--- config.mk ---
export PLATFORM = sky130hd
export DESIGN_NAME = polar_gaussian_generator_flat
export DESIGN_NICKNAME = d
export VERILOG_FILES = /design/src/pgg_pkg.sv /design/src/pgg_in_if.sv /design/src/pgg_out_if.sv /design/src/polar_gaussian_generator.sv /design/src/flat_wrapper.sv
export SDC_FILE = /design/constraint.sdc
export NUM_CORES = 2
export LEC_CHECK = 0
export ABC_CLOCK_PERIOD_IN_PS = 27000
export BUFFER_PORTS_ARGS = -buffer_cell sky130_fd_sc_hd__buf_4
export CORE_ASPECT_RATIO = 0.7
export CORE_MARGIN = 1.5
export CORE_UTILIZATION = 42
export CTS_BUF_LIST = sky130_fd_sc_hd__clkbuf_4 sky130_fd_sc_hd__clkbuf_8
export DETAILED_ROUTE_END_ITERATION = 10
export PLACE_DENSITY = 0.65
export SLEW_MARGIN = 40
export SYNTH_ARGS = -nofsm -noshare
export SYNTH_HDL_FRONTEND = slang
export SYNTH_SLANG_ARGS = --single-unit
--- constraint.sdc ---
create_clock -name clk -period 27 [get_ports clk]
set_input_delay 4.05 -clock clk [delete_from_list [all_inputs] [get_ports clk]]
set_output_delay 4.05 -clock clk [all_outputs]
set_load 0.01 [all_outputs]
--- src/pgg_pkg.sv ---
package pgg_pkg;

  localparam int SAMPLE_WIDTH = 32;
  localparam int LOG_BITS     = 24;
  localparam int X_FRAC       = 27;
  localparam int STEP_BITS    = 5;
  localparam logic [30:0] TWO_LN2_Q30 = 31'd1488522236;

  typedef enum logic [3:0] {
    ST_IDLE,
    ST_SQA,
    ST_SQB,
    ST_NORM,
    ST_LOG,
    ST_SCALE,
    ST_DIV,
    ST_HMUL,
    ST_SQRT,
    ST_XFIN,
    ST_MUL,
    ST_FIN
  } state_t;

endpackage

--- src/pgg_in_if.sv ---
interface pgg_in_if;
  logic               valid;
  logic               ready;
  logic signed [31:0] mean;
  logic        [30:0] sigma;
  logic        [31:0] uniform_a;
  logic        [31:0] uniform_b;

  modport source (output valid, mean, sigma, uniform_a, uniform_b, input ready);
  modport sink   (input valid, mean, sigma, uniform_a, uniform_b, output ready);
endinterface

--- src/pgg_out_if.sv ---
interface pgg_out_if #(
  parameter int SAMPLE_WIDTH = pgg_pkg::SAMPLE_WIDTH
);
  logic                           valid;
  logic                           ready;
  logic signed [SAMPLE_WIDTH-1:0] sample;
  logic                           saturated;
  logic                           from_held;

  modport source (output valid, sample, saturated, from_held, input ready);
  modport sink   (input valid, sample, saturated, from_held, output ready);
endinterface

--- src/polar_gaussian_generator.sv ---
// Channel  Direction  Payload
// item     in         mean, sigma, uniform_a, uniform_b
// result   out        sample, saturated, from_held
//
// A held value passes through ST_MUL and ST_FIN to its result beat, and a
// rejected pair returns to idle from ST_SQB. A fresh pair passes through the
// ST_SQA and ST_SQB squaring, one-place normalization, log squaring for
// LOG_BITS fraction bits, the scale state, then for each of its two values the
// divide, multiply, root and finish states, and the ST_MUL and ST_FIN states.
// One 32 by 32 multiplier is shared by every product. Reset is synchronous
// and clears the held value. A result beat waits in the output register while
// the sink stalls, and the next item then waits in its last cycle.
module polar_gaussian_generator #(
  parameter int SAMPLE_WIDTH = pgg_pkg::SAMPLE_WIDTH
) (
  input  logic clk,
  input  logic rst,
  pgg_in_if.sink    item,
  pgg_out_if.source result
);

  localparam logic signed [64:0] SAT_HI = (65'sd1 <<< (SAMPLE_WIDTH - 1)) - 65'sd1;
  localparam logic signed [64:0] SAT_LO = -SAT_HI - 65'sd1;

  pgg_pkg::state_t state, state_next;

  logic signed [31:0] mean_r;
  logic        [30:0] sigma_r;
  logic        [31:0] ma, mb;
  logic               nega, negb;
  logic        [63:0] sq_a, sq_b, r_reg, nr;
  logic        [5:0]  s;
  logic        [31:0] y;
  logic        [23:0] frac;
  logic        [30:0] g;
  logic        [63:0] rem;
  logic        [31:0] q;
  logic        [63:0] v, res, bitr;
  logic        [pgg_pkg::STEP_BITS-1:0] cnt;
  logic               side;
  logic signed [31:0] xa, xe;
  logic               from_r;
  logic signed [63:0] pe;
  logic        [31:0] held_normal;
  logic               have_held;

  logic        [31:0] mul_a, mul_b;
  logic        [63:0] mul_p;
  logic        [64:0] r_sum, div_t;
  logic        [30:0] len;
  logic        [63:0] root_t;
  logic        [30:0] m;
  logic signed [31:0] x_new;
  logic        [31:0] xmag;
  logic signed [64:0] sum;
  logic               out_free, accept;

  assign accept   = item.valid && item.ready;
  assign out_free = !result.valid || result.ready;
  assign mul_p    = {32'd0, mul_a} * {32'd0, mul_b};
  assign r_sum    = {1'b0, sq_a} + {1'b0, mul_p};
  assign len      = {({1'b0, s} + 7'd1), 24'd0} - {7'd0, frac};
  assign div_t    = {rem, 1'b0};
  assign root_t   = res + bitr;
  assign m        = res[31:1];
  assign x_new    = (side ? negb : nega) ? -$signed({1'b0, m}) : $signed({1'b0, m});
  assign xmag     = xe[31] ? 32'(-xe) : 32'(xe);
  assign sum      = 65'(pe >>> pgg_pkg::X_FRAC) + 65'(mean_r);

  always_comb begin
    state_next = state;
    unique case (state)
      pgg_pkg::ST_IDLE:  if (accept) state_next = have_held ? pgg_pkg::ST_MUL : pgg_pkg::ST_SQA;
      pgg_pkg::ST_SQA:   state_next = pgg_pkg::ST_SQB;
      pgg_pkg::ST_SQB:   state_next = r_sum[64] ? pgg_pkg::ST_IDLE : pgg_pkg::ST_NORM;
      pgg_pkg::ST_NORM:  if (nr[63]) state_next = pgg_pkg::ST_LOG;
      pgg_pkg::ST_LOG:   if (cnt == pgg_pkg::STEP_BITS'(pgg_pkg::LOG_BITS - 1))
                           state_next = pgg_pkg::ST_SCALE;
      pgg_pkg::ST_SCALE: state_next = pgg_pkg::ST_DIV;
      pgg_pkg::ST_DIV:   if (&cnt) state_next = pgg_pkg::ST_HMUL;
      pgg_pkg::ST_HMUL:  state_next = pgg_pkg::ST_SQRT;
      pgg_pkg::ST_SQRT:  if (&cnt) state_next = pgg_pkg::ST_XFIN;
      pgg_pkg::ST_XFIN:  state_next = side ? pgg_pkg::ST_MUL : pgg_pkg::ST_DIV;
      pgg_pkg::ST_MUL:   state_next = pgg_pkg::ST_FIN;
      pgg_pkg::ST_FIN:   if (out_free) state_next = pgg_pkg::ST_IDLE;
      default:           state_next = pgg_pkg::ST_IDLE;
    endcase
  end

  always_comb begin
    item.ready = (state == pgg_pkg::ST_IDLE);
    mul_a = 32'd0;
    mul_b = 32'd0;
    unique case (state)
      pgg_pkg::ST_SQA:   begin mul_a = ma; mul_b = ma; end
      pgg_pkg::ST_SQB:   begin mul_a = mb; mul_b = mb; end
      pgg_pkg::ST_LOG:   begin mul_a = y;  mul_b = y;  end
      pgg_pkg::ST_SCALE: begin mul_a = {1'b0, len}; mul_b = {1'b0, pgg_pkg::TWO_LN2_Q30}; end
      pgg_pkg::ST_HMUL:  begin mul_a = {1'b0, g}; mul_b = q; end
      pgg_pkg::ST_MUL:   begin mul_a = {1'b0, sigma_r}; mul_b = xmag; end
      default:           begin mul_a = 32'd0; mul_b = 32'd0; end
    endcase
  end

  always_ff @(posedge clk) begin
    if (rst) begin
      state        <= pgg_pkg::ST_IDLE;
      have_held    <= 1'b0;
      held_normal  <= 32'd0;
      result.valid <= 1'b0;
    end else begin
      state <= state_next;
      if (result.valid && result.ready && state != pgg_pkg::ST_FIN) result.valid <= 1'b0;
      unique case (state)
        pgg_pkg::ST_IDLE: if (accept) begin
          mean_r  <= item.mean;
          sigma_r <= item.sigma;
          ma   <= {item.uniform_a[31] ? item.uniform_a[30:0] : ~item.uniform_a[30:0], 1'b1};
          mb   <= {item.uniform_b[31] ? item.uniform_b[30:0] : ~item.uniform_b[30:0], 1'b1};
          nega <= !item.uniform_a[31];
          negb <= !item.uniform_b[31];
          side <= 1'b0;
          if (have_held) begin
            have_held <= 1'b0;
            xe        <= held_normal;
            from_r    <= 1'b1;
          end
        end
        pgg_pkg::ST_SQA: sq_a <= mul_p;
        pgg_pkg::ST_SQB: begin
          sq_b  <= mul_p;
          r_reg <= r_sum[63:0];
          nr    <= r_sum[63:0];
          s     <= 6'd0;
        end
        pgg_pkg::ST_NORM: begin
          if (nr[63]) begin
            y    <= nr[63:32];
            frac <= 24'd0;
            cnt  <= '0;
          end else begin
            nr <= {nr[62:0], 1'b0};
            s  <= s + 6'd1;
          end
        end
        pgg_pkg::ST_LOG: begin
          frac <= {frac[22:0], mul_p[63]};
          y    <= mul_p[63] ? mul_p[63:32] : mul_p[62:31];
          cnt  <= cnt + 1'b1;
        end
        pgg_pkg::ST_SCALE: begin
          g   <= mul_p[60:30];
          rem <= sq_a;
          q   <= 32'd0;
          cnt <= '0;
        end
        pgg_pkg::ST_DIV: begin
          if (div_t >= {1'b0, r_reg}) begin
            rem <= 64'(div_t - {1'b0, r_reg});
            q   <= {q[30:0], 1'b1};
          end else begin
            rem <= div_t[63:0];
            q   <= {q[30:0], 1'b0};
          end
          cnt <= cnt + 1'b1;
        end
        pgg_pkg::ST_HMUL: begin
          v    <= mul_p;
          res  <= 64'd0;
          bitr <= 64'd1 << 62;
          cnt  <= '0;
        end
        pgg_pkg::ST_SQRT: begin
          if (v >= root_t) begin
            v   <= v - root_t;
            res <= (res >> 1) + bitr;
          end else begin
            res <= res >> 1;
          end
          bitr <= bitr >> 2;
          cnt  <= cnt + 1'b1;
        end
        pgg_pkg::ST_XFIN: begin
          if (side) begin
            held_normal <= x_new;
            have_held   <= 1'b1;
            xe          <= xa;
            from_r      <= 1'b0;
          end else begin
            xa   <= x_new;
            side <= 1'b1;
            rem  <= sq_b;
            q    <= 32'd0;
            cnt  <= '0;
          end
        end
        pgg_pkg::ST_MUL: pe <= xe[31] ? -$signed(mul_p) : $signed(mul_p);
        pgg_pkg::ST_FIN: if (out_free) begin
          result.valid     <= 1'b1;
          result.from_held <= from_r;
          if (sum > SAT_HI) begin
            result.sample    <= SAT_HI[SAMPLE_WIDTH-1:0];
            result.saturated <= 1'b1;
          end else if (sum < SAT_LO) begin
            result.sample    <= SAT_LO[SAMPLE_WIDTH-1:0];
            result.saturated <= 1'b1;
          end else begin
            result.sample    <= sum[SAMPLE_WIDTH-1:0];
            result.saturated <= 1'b0;
          end
        end
        default: ;
      endcase
    end
  end

`ifndef SYNTHESIS
  a_div_rem: assert property (@(posedge clk) disable iff (rst)
    state == pgg_pkg::ST_DIV |-> rem < r_reg)
    else $error("divider remainder reached the radius");
  a_hold_set: assert property (@(posedge clk) disable iff (rst)
    (state == pgg_pkg::ST_XFIN && side) |=> have_held && state == pgg_pkg::ST_MUL)
    else $error("second value was not held");
  a_held_use: assert property (@(posedge clk) disable iff (rst)
    (accept && have_held) |=> !have_held && from_r)
    else $error("held value was not consumed");
  a_one_beat: assert property (@(posedge clk) disable iff (rst)
    (state == pgg_pkg::ST_FIN && out_free) |=> result.valid && state == pgg_pkg::ST_IDLE)
    else $error("result beat was not issued");
`endif

endmodule

--- src/flat_wrapper.sv ---
// flat-port wrapper written by rule: the top's interface ports become plain ports
module polar_gaussian_generator_flat 
#(
  parameter int SAMPLE_WIDTH = pgg_pkg::SAMPLE_WIDTH
)
  (clk, rst, item_valid, item_mean, item_sigma, item_uniform_a, item_uniform_b, item_ready, result_valid, result_sample, result_saturated, result_from_held, result_ready);
  pgg_in_if item_i ();
  pgg_out_if #(.SAMPLE_WIDTH(SAMPLE_WIDTH)) result_i ();
  input  logic clk;
  input  logic rst;
  input wire logic [$bits(item_i.valid)-1:0] item_valid;
  input wire logic [$bits(item_i.mean)-1:0] item_mean;
  input wire logic [$bits(item_i.sigma)-1:0] item_sigma;
  input wire logic [$bits(item_i.uniform_a)-1:0] item_uniform_a;
  input wire logic [$bits(item_i.uniform_b)-1:0] item_uniform_b;
  output wire logic [$bits(item_i.ready)-1:0] item_ready;
  output wire logic [$bits(result_i.valid)-1:0] result_valid;
  output wire logic [$bits(result_i.sample)-1:0] result_sample;
  output wire logic [$bits(result_i.saturated)-1:0] result_saturated;
  output wire logic [$bits(result_i.from_held)-1:0] result_from_held;
  input wire logic [$bits(result_i.ready)-1:0] result_ready;
  assign item_i.valid = item_valid;
  assign item_i.mean = item_mean;
  assign item_i.sigma = item_sigma;
  assign item_i.uniform_a = item_uniform_a;
  assign item_i.uniform_b = item_uniform_b;
  assign item_ready = item_i.ready;
  assign result_valid = result_i.valid;
  assign result_sample = result_i.sample;
  assign result_saturated = result_i.saturated;
  assign result_from_held = result_i.from_held;
  assign result_i.ready = result_ready;
  polar_gaussian_generator #(.SAMPLE_WIDTH(SAMPLE_WIDTH)) u_core (.clk(clk), .rst(rst), .item(item_i), .result(result_i));
endmodule
* Yosys cells after proc, flatten, opt, wreduce, memory -nomap -nowiden
Index checks and enable logic that the tools add are counted.
** Storage, ports and cells
- Bits in registers :: 971
- Bits of input ports :: 131
- Output and inout port bits :: 36
- Logic and storage cells :: 173
** Operators by class
- Add/subtract/negate cells :: 13
- Multipliers :: 1
- Magnitude comparators :: 4
- Equal/unequal tests :: 24
- Mux-type cells :: 58
- Bitwise logic cells :: 4
- Reduce and logical (&&, ||, !) cells :: 36
** Operators by type and width (count)
- case mux 64 bit (2 select lines) :: 4
- two-way mux 64 bit :: 6
- case mux 32 bit (6 select lines) :: 2
- two-way mux 32 bit :: 9
- case mux 64 bit (3 select lines) :: 1
- case mux 32 bit (2 select lines) :: 2
- subtractor 64 bit :: 2
- case mux 32 bit (3 select lines) :: 1
- adder 64 x 64 -> 65 bit :: 1
- >= comparator 65 x 64 -> 1 bit :: 1
- > comparator 65 x 32 -> 1 bit (second input constant) :: 1
- less-than comparator 65 x 32 -> 1 bit (second input constant) :: 1
- adder 63 x 64 -> 64 bit :: 1
- adder 64 bit :: 1
- >= comparator 64 bit :: 1
- multiplier 32 x 32 -> 64 bit :: 1
- negation 64 bit :: 1
- two-way mux 31 bit :: 2
- inverter 31 bit :: 2
- case mux 24 bit (2 select lines) :: 1
- case mux 4 bit (12 select lines) :: 1
- adder 37 x 32 -> 38 bit :: 1
- two-way mux 4 bit :: 8
- negation 31 -> 32 bit :: 1
- other kinds (36) :: 88

* Logic depth before layout (Yosys ltp)
- Word-level depth :: 7
- Gate-level depth with buffers :: 54
- Mapped depth without buffers :: 51

* Worst setup path after synthesis
Ideal clock, no wire load.
- Kind :: input to register
- Start :: input rst
- End :: register u_core.v[0] (enable)
- Setup time :: 0.583 ns
- Data arrival time :: 13.802 ns
- Required time :: 26.417 ns
- Slack :: 12.615 ns
- Stages on the path :: 3
- Buffers on the path :: 1
- Cell sequence :: clkbuf_1 a21oi_1 a21boi_0
** Between the ends
- Longest elaborated chain between the ends :: 2
** RTL lines
- from (decl) :: line flat_wrapper.sv:10 : input logic rst;
- inverter 1 bit (no line)
- AND reduction 3 bit (no line)
- to (signal assigned) :: line polar_gaussian_generator.sv:168 : v <= mul_p;
- to (signal assigned) :: line polar_gaussian_generator.sv:175 : v <= v - root_t;
- to (decl) :: line polar_gaussian_generator.sv:38 : logic [63:0] v, res, bitr;
No other way between the ends.
A chain may end at the register's enable or synchronous reset.

* Worst setup path in the final report
- Start :: register u_core.state[3]
- End :: register u_core.state[1]
** Between the ends
- Longest elaborated chain between the ends :: 6
- Elaborated cells on any way between the ends :: 26
- Classes of those cells :: add/sub (1); mul (1); eq/ne (17); mux (4); reduce/logical (3)
** RTL lines
- from (decl) :: line polar_gaussian_generator.sv:25 : pgg_pkg::state_t state, state_next;
- from (signal assigned) :: line polar_gaussian_generator.sv:107 : state <= pgg_pkg::ST_IDLE;
- from (signal assigned) :: line polar_gaussian_generator.sv:112 : state <= state_next;
- equality test 4 bit (tied with other cells) :: line polar_gaussian_generator.sv:94 : unique case (state)
- case mux 32 bit (6 select lines) :: line polar_gaussian_generator.sv:94
- multiplier 32 x 32 -> 64 bit (*) :: line polar_gaussian_generator.sv:60 : assign mul_p = {32'd0, mul_a} * {32'd0, mul_b};
- net u_core.mul_p[32] :: line polar_gaussian_generator.sv:48 : logic [63:0] mul_p;
- adder 64 x 64 -> 65 bit (*) :: line polar_gaussian_generator.sv:61 : assign r_sum = {1'b0, sq_a} + {1'b0, mul_p};
- two-way mux 2 bit (*) :: line polar_gaussian_generator.sv:75 : pgg_pkg::ST_SQB: state_next = r_sum[64] ? pgg_pkg::ST_IDLE : pgg_pkg::ST_NORM;
- case mux 4 bit (12 select lines) (*) :: line polar_gaussian_generator.sv:72 : unique case (state)
Mark *: on every way through the listed nets, which the timed path passes. The rest lies on a longest branch.

==> results by group <==
Critical path
  – Setup CP Type: reg -> reg
  – Worst Path Max Fanout: 32
  – Critical path's slowest cell: dfxtp_1
  – Peak per-stage delay on the critical path: roughly 0.79 ns
  – CP Buf/Inv Count: 10
  – Worst setup SP type: flip-flop
  – Cell mode on critical path: fa_1
  – Worst EP arrival: roughly 16 ns
  – Required time worst endpoint: between 20 and 30 ns
  – Worst path top cell family by delay: adder cells
  – Critical path capture point type: flip-flop

Global routing
  – Initial antenna violation count: 20
  – Largest net degree at the start of global routing: 160
  – All-Layer GR Usage: between 30% and 40%
  – Number of global-route vias before repair: 71,800
  – First-pass GRT wire length: 494 mm
  – Overflow after GRT: 0

Detailed routing
  – ANT nets after route: 0
  – WL/cell: 27.6 um
  – Routed wire length: about 340 mm
  – Wl on met1: about 150 mm
  – DR top layer: met5
  – Via-per-instance ratio: about 6.0
  – DRT iter0 DRCs: roughly 10,000
  – Via count: 74,200
  – Drt first pass iters: 10
  – Detail Route met3 WL: 51.3 mm
  – DRC viols: 0
  – Met2 WL: between 100 and 150 mm

Clocking
  – Clk sinks: roughly 910
  – Postcts setup bufs: 0
  – Clock Pin Slew Worst Setup and Hold Paths: 0.07 ns
  – Clock Latency Late Sink: between 0.9 and 1 ns
  – Root buf cell: clkbuf_8
  – H-tree depth: 4
  – Cts hold-fix bufs: 0
  – CTS max path bufs: 4
  – Post-CTS sizing: 0
  – TritonCTS clock tree: built
  – Num CTS Buffers: roughly 160

Yosys
  – Ys Warns: 0
  – Cells after Synth: slightly above 9,000
  – Largest family of logic cells by synthesized area: adder cells
  – Distinct cell type count after synthesis: 93
  – Number of synthesized flops with an enable pin: 874
  – Post-synth net total: between 10,000 and 15,000
  – Post-synthesis async set-or-reset flop share: 0%
  – Top FF cell, synth: edfxtp_1
  – Register bit count reported by yosys: 912
  – Mean Syn Cell Area: about 9.5 um^2
  – Xor-xnor portion of the synthesized cell area: ~5.4%
  – Post-Synth Adder-Cell Area: between 20% and 30%
  – Post-synthesis simple-gate area fraction: around 14%
  – Register area share after synthesis: between 30 and 40%
  – Synthesized area: just under 0.09 mm^2
  – Compound-Gate Fraction of Synth Area: between 10% and 20%
  – Post-synthesis mux area share: less than 1%

Timing
  – Max_slew headroom: 34.6%
  – Setup Skew: about 0.16 ns
  – Minimum clock period: between 10 and 15 ns
  – Setup_tns: 0 ns
  – Slew Viols, Final: 0
  – Final Hold Vio Count: 0
  – RSZ-0062 raised after global routing: no
  – Final count of negative-setup-slack endpoints: 0
  – Slew @ Worst Pin: about 0.98 ns
  – FMAX: 67.3 MHz
  – Tcrit/Tclk final: between 50% and 60%

Floorplan
  – Die Area: between 0.2 and 0.25 mm^2
  – Core ar.: between 0.2 and 0.25 mm^2
  – # rows: about 140
  – Die width: between 500 and 600 um
  – Ports: roughly 170
  – Overall die height: between 300 and 400 um
  – Initial core utilization: a little over two fifths

Flow run
  – Max Cap Viol: 0

Finish
  – Number of fill cells: around 20,000
  – Fraction of layout cells with a size suffix above 1: between 8 and 9%
  – Area Overhead vs Synth: 10.0%
  – Nets: about 11,000

Hold path
  – Min-delay worst type: reg -> reg

Placement
  – Port Buffer Count: between 150 and 200
  – Gpl congestion: around 1.0
  – HPWL Detailed: about 260 mm

Run status
  – Status: finished, final reports clean
## worst reg2reg max path: cells and delay by family, from the launching register on
family	cells	cell delay, ns
AOI/OAI and AO/OA	17	5.36
adders and majority gates	10	5.33
buffers and inverters	10	2.48
DFF	1	0.79
and+or+nand+nor	3	0.63
xor gates and xnor gates	1	0.16
## logic make-up (layout without fill, tap and decap cells)
family                   after synthesis  in the layout
AND/OR/NAND/NOR                     2823           2823
AO/OA/AOI/OAI                       1862           1862
buffers and inverters               1660           1887
adder cells (fa/ha/maj)             1465           1465
flip-flops                           912            912
XOR/XNOR                             550            550
multiplexers                          85             85
other                                  0              4
## path summary, 6_finish.rpt
kind                                       from                       to  slack [ns]  cells after the start
worst max-delay path            u_core.state[3]          u_core.state[1]       12.15                     41
worst min-delay path              u_core.from_r  u_core.result.from_held        0.41                      0
worst max register to register  u_core.state[3]          u_core.state[1]       12.15                     41
worst min register to register    u_core.from_r  u_core.result.from_held        0.41                      0
## through the flow
stage	cells	area (um^2)	setup slack [ns]	hold WS, ns	utilization [%]
after floorplan	9357	88900	12.62	0.400	-
after global placement	12000	94000	11.92	0.405	44.6
after detailed placement	12100	94500	12.61	0.420	44.8
after CTS	12400	97600	12.50	0.416	46.3
after global routing	12400	97800	11.62	0.433	46.4
final	12400	97800	12.15	0.414	46.4
## placed cells by master, fill, tap and decap left out, types with 25 or more instances in the layout
master | netlist | layout
a21oi_1 | 483 | 464
dfxtp_1 | 38 | 38
a222oi_1 | 31 | 31
o21a_1 | 45 | 44
clkinv_1 | 3 | 39
o21ai_0 | 409 | 409
inv_1 | 1178 | 1177
o31ai_1 | 38 | 37
nand4_1 | 77 | 77
o21bai_1 | 72 | 72
nor2_1 | 851 | 838
ha_1 | 565 | 565
nor3_1 | 95 | 88
nand3b_1 | 48 | 48
a22oi_1 | 85 | 85
a21o_1 | 236 | 236
and2_1 | 98 | 95
fa_1 | 900 | 900
xnor2_1 | 333 | 320
clkbuf_4 | 0 | 35
nand2b_1 | 74 | 73
xor2_1 | 216 | 209
buf_4 | 0 | 373
nand2_1 | 1119 | 1116
or3_1 | 40 | 40
mux2i_1 | 80 | 79
edfxtp_1 | 874 | 874
nand3_1 | 98 | 93
a211oi_1 | 59 | 56
a31oi_1 | 93 | 93
o211a_1 | 28 | 25
clkbuf_8 | 0 | 170
and3_1 | 116 | 111
a22o_1 | 48 | 48
nor4_1 | 34 | 33
nor2b_1 | 65 | 64
o211ai_1 | 39 | 39
## cell type report
class                      count  area (um^2)  share of cell area, %
multi-input combinational   6785        56300                   57.5
sequential                   912        27000                   27.6
clock inverter                75          561                  0.573
antenna                        4         10.0                 0.0102
timing repair buffer         425         3400                   3.48
clock buffer                 205         2600                   2.66
tap                         2788         3490                   3.57
inverter                    1182         4440                   4.54
## metal layers
layer / vias to the layer above / track usage (%)
li1: 31900 / -
met1: 36800 / 46.4
met2: 4746 / 41.0
met3: 670 / 11.6
met4: 12 / 11.9
met5: - / 0.0666
## synthesized netlist by cell type, drive strengths merged, types with 18 or more instances
cell type	instances	area, um^2
buf	37	153
o21a	45	338
a22o	48	420
nand4	77	482
clkbuf	441	1660
nor2b	65	407
o31ai	38	285
a21oi	483	2420
a222oi	31	310
nor2	851	3190
nand2b	74	463
or2	27	169
edfxtp	874	26200
or4	25	191
mux2i	80	801
nor4	35	225
o211a	28	280
dfxtp	38	761
nor3	95	475
a22oi	85	638
o21bai	72	541
fa	900	18000
nand3b	48	360
o41ai	18	165
a211oi	59	443
o21ai	415	2080
or3	40	250
nand2	1119	4200
xnor2	333	2920
nand3	98	490
ha	565	7070
a21o	236	1770
xor2	217	1910
and4	18	158
inv	1179	4430
and3	117	737
o211ai	39	293
and2	100	626
a31oi	94	603
Power is left out: the tool's default activity adds up to more than one toggle a clock period on the data nets, which glitch-free logic cannot reach.
